## config.mk

```make
export PLATFORM = sky130hd
export DESIGN_NAME = led_bar_graph_throttle_meter_unit
export DESIGN_NICKNAME = d
export VERILOG_FILES = /design/src/hdl/lbtm_pkg.sv /design/src/hdl/led_bar_graph_throttle_meter_unit.sv /design/src/hdl/lbtm_csr.sv /design/src/hdl/lbtm_calc.sv /design/src/hdl/lbtm_emit.sv
export SDC_FILE = /design/constraint.sdc
export NUM_CORES = 1
export LEC_CHECK = 0
export CAP_MARGIN = 15
export CORE_UTILIZATION = 55
export DETAILED_ROUTE_END_ITERATION = 16
export DONT_BUFFER_PORTS = 1
export GPL_TIMING_DRIVEN = 0
export PLACE_DENSITY_LB_ADDON = 0.12
export RECOVER_POWER = 50
export SLEW_MARGIN = 20
export SYNTH_ARGS = -nofsm -noshare
export SYNTH_HDL_FRONTEND = slang
export SYNTH_SLANG_ARGS = --single-unit
```

## constraint.sdc

```tcl
create_clock -name clock -period 11.6 [get_ports clock]
set_input_delay 3.48 -clock clock [delete_from_list [all_inputs] [get_ports clock]]
set_output_delay 3.48 -clock clock [all_outputs]
set_load 0.005 [all_outputs]
```

## src/hdl/lbtm_pkg.sv

```systemverilog
// Shared types, constants and the division step function of the throttle meter.
package lbtm_pkg;

   // Strip size and field widths
   localparam int MaxLeds  = 64;
   localparam int IdxW     = $clog2(MaxLeds);
   localparam int CntW     = IdxW + 1;
   localparam int ValW     = 11;
   localparam int ColW     = 8;
   localparam int GlowW    = 3 * ColW;
   localparam int DataW    = 32;
   localparam int AddrW    = 5;

   // Division: restoring steps done by one pipeline stage
   localparam int DivSteps     = 4;
   localparam int DivCntW      = $clog2(DivSteps + 1);
   localparam int DivTailSteps = ValW - 2 * DivSteps;
   localparam int ProdW        = ValW + ColW;

   // Strip modes
   typedef enum logic [1:0] {
      MODE_MIDDLE_OUT = 2'd0,
      MODE_FRONT_BACK = 2'd1,
      MODE_BACK_FRONT = 2'd2,
      MODE_UNDERGLOW  = 2'd3
   } mode_type;

   // Register indexes on the configuration port
   typedef enum logic [2:0] {
      REG_STRIP_MODE   = 3'd0,
      REG_LED_COUNT    = 3'd1,
      REG_GLOW_COLOR   = 3'd2,
      REG_CENTER_VALUE = 3'd3,
      REG_TOP_VALUE    = 3'd4
   } reg_index_type;

   // Register reset values
   localparam logic [CntW-1:0] LedCountReset = CntW'(16);
   localparam logic [ValW-1:0] CenterReset   = ValW'(992);
   localparam logic [ValW-1:0] TopReset      = ValW'(1811);
   localparam logic [ColW-1:0] LevelFull     = {ColW{1'b1}};

   // Input item
   typedef struct packed {
      logic [ValW-1:0] throttle;
      logic            system_enabled;
      logic            bar_enable;
      logic            glow_enable;
   } req_type;

   // Result item
   typedef struct packed {
      logic [IdxW-1:0] led_index;
      logic [ColW-1:0] red;
      logic [ColW-1:0] green;
      logic [ColW-1:0] blue;
      logic            last_led;
   } rsp_type;

   // Configuration registers as seen by the datapath
   typedef struct packed {
      mode_type         strip_mode;
      logic [CntW-1:0]  led_count;
      logic [GlowW-1:0] glow_color;
      logic [ValW-1:0]  center_value;
      logic [ValW-1:0]  top_value;
   } cfg_type;

   // Working registers of one restoring division
   typedef struct packed {
      logic [ValW-1:0] rem;
      logic [ValW-1:0] num;
      logic [ValW-1:0] quo;
      logic [ValW-1:0] den;
   } div_type;

   // Per-sample state carried down the pipeline
   typedef struct packed {
      mode_type        mode;
      logic [CntW-1:0] n;
      logic [IdxW-1:0] half;
      logic            below;
      logic            lit;
      logic            den_zero;
      logic [ValW-1:0] delta;
      logic [ValW-1:0] full;
      logic [ColW-1:0] partial;
      div_type         div;
   } work_type;

   // Up to DivSteps restoring division steps, one quotient bit each
   function automatic div_type div_run(div_type d, logic [DivCntW-1:0] count);
      div_type       r;
      logic [ValW:0] t;
      r = d;
      for (int i = 0; i < DivSteps; i++) begin
         if (DivCntW'(i) < count) begin
            t     = {r.rem, r.num[ValW-1]};
            r.num = {r.num[ValW-2:0], 1'b0};
            if (t >= {1'b0, r.den}) begin
               r.rem = ValW'(t - {1'b0, r.den});
               r.quo = {r.quo[ValW-2:0], 1'b1};
            end else begin
               r.rem = t[ValW-1:0];
               r.quo = {r.quo[ValW-2:0], 1'b0};
            end
         end
      end
      return r;
   endfunction

endpackage

```

## src/hdl/led_bar_graph_throttle_meter_unit.sv

```systemverilog
// Throttle bar-graph meter top level: register file, sample pipeline and LED walker.
//
// Each sample taken on start (while busy is low) yields one result per LED, led_count
// of them (at most 64), on consecutive cycles with rsp_strobe high, led_index counting
// from 0 and last_led on the final one; a count of zero yields none. The receiver cannot
// stall, so results stream out as soon as they are ready. A sample passes through the
// division pipeline stages (step, full-LED count and partial brightness, up to four
// quotient bits per stage) before the LED walker picks it up; the walker registers the
// sample and then each result in its output register. The walker emits one LED per
// cycle and takes the next sample while it forms the last LED of the current one; up to
// nine further samples queue in the pipeline meanwhile and busy rises once it is full.
// Configuration is to be written only while no sample is in flight.
module led_bar_graph_throttle_meter_unit (
   input  logic                        clock,
   input  logic                        reset,
   input  logic                        start,
   output logic                        busy,
   input  lbtm_pkg::req_type           req_data,
   output logic                        rsp_strobe,
   output lbtm_pkg::rsp_type           rsp_data,
   input  logic                        psel,
   input  logic                        penable,
   input  logic                        pwrite,
   input  logic [lbtm_pkg::AddrW-1:0]  paddr,
   input  logic [lbtm_pkg::DataW-1:0]  pwdata,
   output logic [lbtm_pkg::DataW-1:0]  prdata,
   output logic                        pready
);

   lbtm_pkg::cfg_type  cfg;
   lbtm_pkg::work_type item;
   logic               item_valid;
   logic               item_ready;

   // Configuration registers
   lbtm_csr u_csr (
      .clock   (clock),
      .reset   (reset),
      .psel    (psel),
      .penable (penable),
      .pwrite  (pwrite),
      .paddr   (paddr),
      .pwdata  (pwdata),
      .prdata  (prdata),
      .pready  (pready),
      .cfg     (cfg)
   );

   // Per-sample arithmetic
   lbtm_calc u_calc (
      .clock      (clock),
      .reset      (reset),
      .start      (start),
      .req_data   (req_data),
      .cfg        (cfg),
      .busy       (busy),
      .item_valid (item_valid),
      .item       (item),
      .item_ready (item_ready)
   );

   // Per-LED results
   lbtm_emit u_emit (
      .clock      (clock),
      .reset      (reset),
      .cfg        (cfg),
      .item_valid (item_valid),
      .item       (item),
      .item_ready (item_ready),
      .rsp_strobe (rsp_strobe),
      .rsp_data   (rsp_data)
   );

endmodule

```

## src/hdl/lbtm_csr.sv

```systemverilog
// Configuration register file behind the APB-style port.
module lbtm_csr (
   input  logic                        clock,
   input  logic                        reset,
   input  logic                        psel,
   input  logic                        penable,
   input  logic                        pwrite,
   input  logic [lbtm_pkg::AddrW-1:0]  paddr,
   input  logic [lbtm_pkg::DataW-1:0]  pwdata,
   output logic [lbtm_pkg::DataW-1:0]  prdata,
   output logic                        pready,
   output lbtm_pkg::cfg_type           cfg
);

   lbtm_pkg::cfg_type       cfg_ff;
   lbtm_pkg::reg_index_type reg_sel;
   logic                    wr_en;

   assign reg_sel = lbtm_pkg::reg_index_type'(paddr[lbtm_pkg::AddrW-1:2]);
   assign wr_en   = psel & penable & pwrite;
   assign pready  = 1'b1;
   assign cfg     = cfg_ff;

   // Register writes on the access cycle
   always_ff @(posedge clock) begin
      if (reset) begin
         cfg_ff.strip_mode   <= lbtm_pkg::MODE_MIDDLE_OUT;
         cfg_ff.led_count    <= lbtm_pkg::LedCountReset;
         cfg_ff.glow_color   <= '0;
         cfg_ff.center_value <= lbtm_pkg::CenterReset;
         cfg_ff.top_value    <= lbtm_pkg::TopReset;
      end else if (wr_en) begin
         case (reg_sel)
            lbtm_pkg::REG_STRIP_MODE: begin
               cfg_ff.strip_mode <= lbtm_pkg::mode_type'(pwdata[1:0]);
            end
            lbtm_pkg::REG_LED_COUNT: begin
               cfg_ff.led_count <= pwdata[lbtm_pkg::CntW-1:0];
            end
            lbtm_pkg::REG_GLOW_COLOR: begin
               cfg_ff.glow_color <= pwdata[lbtm_pkg::GlowW-1:0];
            end
            lbtm_pkg::REG_CENTER_VALUE: begin
               cfg_ff.center_value <= pwdata[lbtm_pkg::ValW-1:0];
            end
            lbtm_pkg::REG_TOP_VALUE: begin
               cfg_ff.top_value <= pwdata[lbtm_pkg::ValW-1:0];
            end
            default: begin
            end
         endcase
      end
   end

   // Read-back
   always_comb begin
      case (reg_sel)
         lbtm_pkg::REG_STRIP_MODE:   prdata = lbtm_pkg::DataW'(cfg_ff.strip_mode);
         lbtm_pkg::REG_LED_COUNT:    prdata = lbtm_pkg::DataW'(cfg_ff.led_count);
         lbtm_pkg::REG_GLOW_COLOR:   prdata = lbtm_pkg::DataW'(cfg_ff.glow_color);
         lbtm_pkg::REG_CENTER_VALUE: prdata = lbtm_pkg::DataW'(cfg_ff.center_value);
         lbtm_pkg::REG_TOP_VALUE:    prdata = lbtm_pkg::DataW'(cfg_ff.top_value);
         default:                    prdata = '0;
      endcase
   end

endmodule

```

## src/hdl/lbtm_calc.sv

```systemverilog
// Sample pipeline: bar step, full LED count and partial brightness by staged division.
module lbtm_calc (
   input  logic                clock,
   input  logic                reset,
   input  logic                start,
   input  lbtm_pkg::req_type   req_data,
   input  lbtm_pkg::cfg_type   cfg,
   output logic                busy,
   output logic                item_valid,
   output lbtm_pkg::work_type  item,
   input  logic                item_ready
);

   localparam int NumStages = 9;

   lbtm_pkg::work_type stage_ff [NumStages];
   lbtm_pkg::work_type stage_in [NumStages];
   logic [NumStages-1:0] valid_ff;
   logic [NumStages-1:0] valid_in;
   logic [NumStages:0]   ready;
   logic                 accept;

   // Stall chain: a stage moves when it is empty or the next one moves
   always_comb begin
      ready[NumStages] = item_ready;
      for (int k = NumStages - 1; k >= 0; k--) begin
         ready[k] = ~valid_ff[k] | ready[k+1];
      end
   end

   assign busy       = ~ready[0];
   assign accept     = start & ready[0];
   assign item_valid = valid_ff[NumStages-1];
   assign item       = stage_ff[NumStages-1];

   always_comb begin
      valid_in[0] = accept;
      for (int k = 1; k < NumStages; k++) begin
         valid_in[k] = valid_ff[k-1];
      end
   end

   // Stage transforms
   always_comb begin
      logic [lbtm_pkg::CntW-1:0]  n;
      logic [lbtm_pkg::IdxW-1:0]  half;
      logic [lbtm_pkg::CntW-1:0]  divisor;
      logic [lbtm_pkg::ValW-1:0]  span;
      logic [lbtm_pkg::ValW-1:0]  step;
      logic [lbtm_pkg::ProdW-1:0] prod;
      lbtm_pkg::div_type          d;

      // entry: clamp count, span, divisor, distance from centre
      n       = (cfg.led_count > lbtm_pkg::CntW'(lbtm_pkg::MaxLeds))
                ? lbtm_pkg::CntW'(lbtm_pkg::MaxLeds) : cfg.led_count;
      half    = n[lbtm_pkg::CntW-1:1];
      span    = (cfg.top_value > cfg.center_value)
                ? cfg.top_value - cfg.center_value : '0;
      divisor = (cfg.strip_mode == lbtm_pkg::MODE_MIDDLE_OUT)
                ? {1'b0, half} : n;

      stage_in[0].mode     = cfg.strip_mode;
      stage_in[0].n        = n;
      stage_in[0].half     = half;
      stage_in[0].below    = req_data.throttle < cfg.center_value;
      stage_in[0].lit      = req_data.system_enabled &
                             ((cfg.strip_mode == lbtm_pkg::MODE_UNDERGLOW)
                              ? req_data.glow_enable : req_data.bar_enable);
      stage_in[0].den_zero = (divisor == '0);
      stage_in[0].delta    = (req_data.throttle < cfg.center_value)
                             ? cfg.center_value - req_data.throttle
                             : req_data.throttle - cfg.center_value;
      stage_in[0].full     = '0;
      stage_in[0].partial  = '0;
      stage_in[0].div.rem  = '0;
      stage_in[0].div.num  = span;
      stage_in[0].div.quo  = '0;
      stage_in[0].div.den  = lbtm_pkg::ValW'(divisor);

      for (int k = 1; k < NumStages; k++) begin
         stage_in[k] = stage_ff[k-1];
      end

      // step = span / divisor
      stage_in[1].div = lbtm_pkg::div_run(stage_ff[0].div,
                                          lbtm_pkg::DivCntW'(lbtm_pkg::DivSteps));
      stage_in[2].div = lbtm_pkg::div_run(stage_ff[1].div,
                                          lbtm_pkg::DivCntW'(lbtm_pkg::DivSteps));
      d    = lbtm_pkg::div_run(stage_ff[2].div,
                               lbtm_pkg::DivCntW'(lbtm_pkg::DivTailSteps));
      // zero step saturates to one
      step = (stage_ff[2].den_zero || d.quo == '0) ? lbtm_pkg::ValW'(1) : d.quo;
      stage_in[3].div.rem = '0;
      stage_in[3].div.num = stage_ff[2].delta;
      stage_in[3].div.quo = '0;
      stage_in[3].div.den = step;

      // full = delta / step, remainder kept
      stage_in[4].div = lbtm_pkg::div_run(stage_ff[3].div,
                                          lbtm_pkg::DivCntW'(lbtm_pkg::DivSteps));
      stage_in[5].div = lbtm_pkg::div_run(stage_ff[4].div,
                                          lbtm_pkg::DivCntW'(lbtm_pkg::DivSteps));
      d    = lbtm_pkg::div_run(stage_ff[5].div,
                               lbtm_pkg::DivCntW'(lbtm_pkg::DivTailSteps));
      // 255 * rem as a shift and subtract; its top bits already sit below step
      prod = {d.rem, {lbtm_pkg::ColW{1'b0}}} - lbtm_pkg::ProdW'(d.rem);
      stage_in[6].full    = d.quo;
      stage_in[6].div.rem = prod[lbtm_pkg::ProdW-1:lbtm_pkg::ColW];
      stage_in[6].div.num = {prod[lbtm_pkg::ColW-1:0],
                             {(lbtm_pkg::ValW - lbtm_pkg::ColW){1'b0}}};
      stage_in[6].div.quo = '0;
      stage_in[6].div.den = d.den;

      // partial = 255 * rem / step, eight quotient bits
      stage_in[7].div = lbtm_pkg::div_run(stage_ff[6].div,
                                          lbtm_pkg::DivCntW'(lbtm_pkg::DivSteps));
      d = lbtm_pkg::div_run(stage_ff[7].div,
                            lbtm_pkg::DivCntW'(lbtm_pkg::DivSteps));
      stage_in[8].div     = d;
      stage_in[8].partial = d.quo[lbtm_pkg::ColW-1:0];
   end

   // Valid bits
   always_ff @(posedge clock) begin
      if (reset) begin
         valid_ff <= '0;
      end else begin
         for (int k = 0; k < NumStages; k++) begin
            if (ready[k]) begin
               valid_ff[k] <= valid_in[k];
            end
         end
      end
   end

   // Stage payload
   always_ff @(posedge clock) begin
      for (int k = 0; k < NumStages; k++) begin
         if (ready[k] && valid_in[k]) begin
            stage_ff[k] <= stage_in[k];
         end
      end
   end

endmodule

```

## src/hdl/lbtm_emit.sv

```systemverilog
// LED walker: one colour result per LED and cycle for the sample it holds.
module lbtm_emit (
   input  logic                clock,
   input  logic                reset,
   input  lbtm_pkg::cfg_type   cfg,
   input  logic                item_valid,
   input  lbtm_pkg::work_type  item,
   output logic                item_ready,
   output logic                rsp_strobe,
   output lbtm_pkg::rsp_type   rsp_data
);

   lbtm_pkg::work_type        cur_ff;
   logic [lbtm_pkg::IdxW-1:0] pos_ff;
   logic                      active_ff;
   logic                      rsp_strobe_ff;
   lbtm_pkg::rsp_type         rsp_data_ff;
   lbtm_pkg::rsp_type         rsp_data_in;
   logic                      last_now;
   logic                      take;

   assign last_now   = active_ff &&
                       ({1'b0, pos_ff} == cur_ff.n - lbtm_pkg::CntW'(1));
   assign take       = ~active_ff | last_now;
   assign item_ready = take;
   assign rsp_strobe = rsp_strobe_ff;
   assign rsp_data   = rsp_data_ff;

   // Colour of the LED at pos_ff
   always_comb begin
      logic [lbtm_pkg::CntW-1:0] p;
      logic [lbtm_pkg::CntW-1:0] bar_pos;
      logic                      in_bar;
      logic [lbtm_pkg::ColW-1:0] level;

      p       = {1'b0, pos_ff};
      bar_pos = p;
      in_bar  = 1'b1;
      case (cur_ff.mode)
         lbtm_pkg::MODE_MIDDLE_OUT: begin
            // mirrored halves; an odd last LED stays off
            if (p < {1'b0, cur_ff.half}) begin
               bar_pos = {1'b0, cur_ff.half} - p - lbtm_pkg::CntW'(1);
            end else if (p < {cur_ff.half, 1'b0}) begin
               bar_pos = p - {1'b0, cur_ff.half};
            end else begin
               in_bar = 1'b0;
            end
         end
         lbtm_pkg::MODE_FRONT_BACK: bar_pos = p;
         lbtm_pkg::MODE_BACK_FRONT: bar_pos = cur_ff.n - lbtm_pkg::CntW'(1) - p;
         default:                   in_bar  = 1'b0;
      endcase

      if (!in_bar) begin
         level = '0;
      end else if (lbtm_pkg::ValW'(bar_pos) < cur_ff.full) begin
         level = lbtm_pkg::LevelFull;
      end else if (lbtm_pkg::ValW'(bar_pos) == cur_ff.full) begin
         level = cur_ff.partial;
      end else begin
         level = '0;
      end

      rsp_data_in.led_index = pos_ff;
      rsp_data_in.last_led  = last_now;
      rsp_data_in.red       = '0;
      rsp_data_in.green     = '0;
      rsp_data_in.blue      = '0;
      if (cur_ff.lit) begin
         if (cur_ff.mode == lbtm_pkg::MODE_UNDERGLOW) begin
            rsp_data_in.red   = cfg.glow_color[3*lbtm_pkg::ColW-1:2*lbtm_pkg::ColW];
            rsp_data_in.green = cfg.glow_color[2*lbtm_pkg::ColW-1:lbtm_pkg::ColW];
            rsp_data_in.blue  = cfg.glow_color[lbtm_pkg::ColW-1:0];
         end else if (cur_ff.below) begin
            rsp_data_in.red   = level;
         end else begin
            rsp_data_in.green = level;
         end
      end
   end

   // Walker control and result strobe
   always_ff @(posedge clock) begin
      if (reset) begin
         active_ff     <= 1'b0;
         rsp_strobe_ff <= 1'b0;
      end else begin
         rsp_strobe_ff <= active_ff;
         if (take) begin
            // a sample with no LEDs is consumed without results
            active_ff <= item_valid && (item.n != '0);
         end
      end
   end

   // Walker payload and output register
   always_ff @(posedge clock) begin
      rsp_data_ff <= rsp_data_in;
      if (take) begin
         pos_ff <= '0;
         if (item_valid) begin
            cur_ff <= item;
         end
      end else begin
         pos_ff <= pos_ff + lbtm_pkg::IdxW'(1);
      end
   end

endmodule

```

==> metrics.txt <==
outcome=finished with violations; failing checks=capacitance limit, slew limit; crit path capture type=flop; DIE AREA=about 66,000 um2; DRT iter0 DRCs=~1,800; CTS tree=done; WL per Instance=19.5 um; PortBufs=0; Fin Clk Skew=around 58 ps; CP most frequent cell=inv_1; P_leak=about 16 nW; n_diodes=0; Final HPWL DP=between 70 and 80 mm; cts-stage hold buffer count=0; Ys Warns=0; Layout Nets=around 4,100; WP data arrival=about 11,000 ps; Num CTS Buffers=55; part of the cycle the worst path needs=93.2%; deepest clock path buffer count=3; post-route ant nets=0; Fmax achieved=92.5 MHz; area grow syn2layout=9.29%; Setup Viol. Count Final=0; Worst-Skew Late Latency=between 600 and 700 ps; Worst Path Max Fanout=10; Slew Viols, Final=~100; worst setup margin=slightly below 800 ps; P per Cell Area=about 130 nW/um2; Fill cells=5,354; Sw Share=a little over a quarter; relative slew slack=-33.4%; Final Hold Fails=0; drt total wl=a little under 90 mm; final hold slack=about 380 ps; gr usage total=26.1%; layout cell share with drive strength beyond 1=under 10%; leading cell type in the layout, fill and taps excluded=edfxtp_1; gr ovfl total=0; # DRC=0; Worst Tran Pin Value=2000 ps; syn avg cell area=10.0 um2; crit start category=flop; CP max-delay cell=a2111oi_2; Seq/Total Area, Yosys=between 40% and 50%; clock-pin slew on the worst setup and hold paths=around 60 ps; first-pass iteration count of the detailed router=8; CORE AREA=about 64,000 um2; max-capacitance violation count=4; share of flip-flops with an asynchronous set or reset=0%; Distinct cells, synth=94; Placer Congestion=0.908; clock network fraction of design power=36.1%; kind of critical path=reg2reg; vias in the first global route=about 26,000; post-synthesis register bit count=about 530; Root Driver=clkbuf_16; row count=slightly above 90; RSZ-0062 raised after global routing=false; crit path buf inv count=9; max incr delay on CP=around 530 ps; kind of cell adding the most delay to the critical path=compound AO/OA/AOI/OAI gates; antenna violations before repair=1; worst hold path class=reg2reg; Sink Count=533; P_int=roughly 3.6 mW; dominant synthesized flop cell=edfxtp_1; synthesized area=35,600 um2; Flop pwr share=43.6%; Die Ht=~260 um; dpl ws=-1250 ps; initial core utilization=56.0%; NetSw=1.34 mW; fin crit period=10,810 ps; Comb power frac=20.3%; first-pass GRT wire length=roughly 140 mm; most frequent cells in the layout=430 x edfxtp_1, 340 x ha_1, 322 x inv_1; CP Data Required Time=between 10,000 and 15,000 ps; # IOs=123; largest net degree at the start of global routing=32; Cells after Synth=~3,500; Post-synth EDFFs=between 400 and 500; H-tree Lvls=2; vias=26,800; Via density=slightly below 6; worst vdd ir=126 uV; Die Wd=approximately 260 um
==> through the flow <==
step	util [%]	total power [mW]	area [um2]	cells	TNS, ps
after floorplan	-	2.97	35600	3556	0
after global placement	57.7	3.14	36700	4402	-10530
after detailed placement	58.3	3.18	37100	4416	-13680
after CTS	61.3	4.97	38900	4515	0
after global routing	61.2	5.15	38900	4516	0
final	61.2	4.94	38900	4516	0
==> cell type report <==
| cell class | count | area, um2 | share of cell area, % |
|---|---|---|---|
| Buffer | 75 | 364 | 0.937 |
| Clock buffer | 65 | 1410 | 3.64 |
| Clock inverter | 35 | 427 | 1.10 |
| Inverter | 325 | 1220 | 3.14 |
| Multi-Input combinational cell | 2620 | 19200 | 49.3 |
| Sequential cell | 533 | 15000 | 38.5 |
| Tap cell | 846 | 1060 | 2.72 |
| Timing Repair Buffer | 17 | 243 | 0.624 |
==> registers in the layout, summed over array words and instances (netlist names) <==
register and cells:
u_emit.active_ff 1, u_emit.rsp_data 31, u_emit.rsp_strobe 1, u_emit.cur_ff 30
u_calc.stage_ff 400, u_calc.valid_ff 9, u_csr.cfg 55, u_emit.pos_ff 6
==> synth_stat cells (9+ instances only) <==
master	number	area (um2)
a22o_1	17	149
nand4_1	47	294
and3_1	39	244
a211o_1	16	140
a21oi_1	231	1160
a31oi_1	28	175
or4_1	17	128
or3_1	17	106
nand3_1	58	290
a21o_1	93	698
edfxtp_1	430	12900
a22oi_1	17	128
o31a_1	10	87.6
and2_1	39	244
o21bai_1	15	113
nor2b_1	101	632
a21boi_0	39	293
ha_1	340	4250
mux2_2	86	968
nor2_1	239	897
buf_4	10	75.1
xnor2_1	107	937
o211ai_1	19	143
nand2_1	261	980
fa_1	31	621
o21a_1	34	255
or2_2	18	113
a211oi_1	22	165
a221o_1	9	90.1
xor2_1	69	604
inv_1	321	1200
o21ai_0	211	1060
dfxtp_1	103	2060
nor4_1	14	87.6
nand2b_1	59	369
o31ai_1	24	180
mux2i_1	72	721
clkbuf_1	56	210
nor3_1	75	375
==> worst register-to-register path, delay by kind of cell, from the launching register on <==
family	cells	cell delay [ps]
AOI/OAI and AO/OA	17	4810
xor gates and xnor gates	1	110
muxes	1	440
adders and majority gates	4	1460
buffers and inverters	9	2110
DFF	1	500
and+or+nand+nor	7	1170
==> metal layers <==
metal | GRT usage, % | share of wire (%) | vias to the layer above
met2 | 46.8 | 50 | 649
met3 | 3.01 | 4.3 | 141
met1 | 33.2 | 43 | 12900
li1 | - | - | 13100
met5 | 0 | 0 | -
met4 | 7.15 | 2.3 | 0
==> path summary, 6_finish.rpt <==
check                            endpoint  cells after the start                     from  slack (ps)
setup / recovery  u_calc.stage_ff[0][594]                     39  u_calc.stage_ff[0][465]         790
hold / removal          u_emit.cur_ff[50]                      0  u_calc.stage_ff[0][786]         380
setup reg to reg  u_calc.stage_ff[0][594]                     39  u_calc.stage_ff[0][465]         790
hold reg to reg         u_emit.cur_ff[50]                      0  u_calc.stage_ff[0][786]         380
==> power groups by stage <==
| stage | Clock (mW) | Combinational, mW | Sequential, mW |
|---|---|---|---|
| after CTS | 1.82 | 0.993 | 2.15 |
| after floorplan | 0 | 0.781 | 2.18 |
| final | 1.78 | 1.00 | 2.15 |
| after global placement | 0 | 0.945 | 2.20 |
| after global routing | 1.89 | 1.10 | 2.16 |
| after detailed placement | 0 | 0.985 | 2.19 |
==> logic make-up after synthesis <==
| logic type | after synthesis | synth area share [%] |
|---|---|---|
| XOR/XNOR | 176 | 4.33 |
| multiplexers | 165 | 5.07 |
| adder cells (fa/ha/maj) | 372 | 13.7 |
| other | 2 | 0.0211 |
| flip-flops | 533 | 42.1 |
| buffers and inverters | 403 | 4.46 |
| AND/OR/NAND/NOR | 1021 | 14.3 |
| AO/OA/AOI/OAI | 877 | 16.0 |
==> what timing repair did <==
| item | in CTS | in global routing |
|---|---|---|
| setup endpoints to repair | 19 | 41 |
| endpoints found under the hold margin | 0 | 0 |
| gates resized for setup | 8 | 34 |
| setup buffers | 0 | 3 |
| pin swaps | 1 | 3 |
Note: power is estimated with default switching activity, not from simulation.
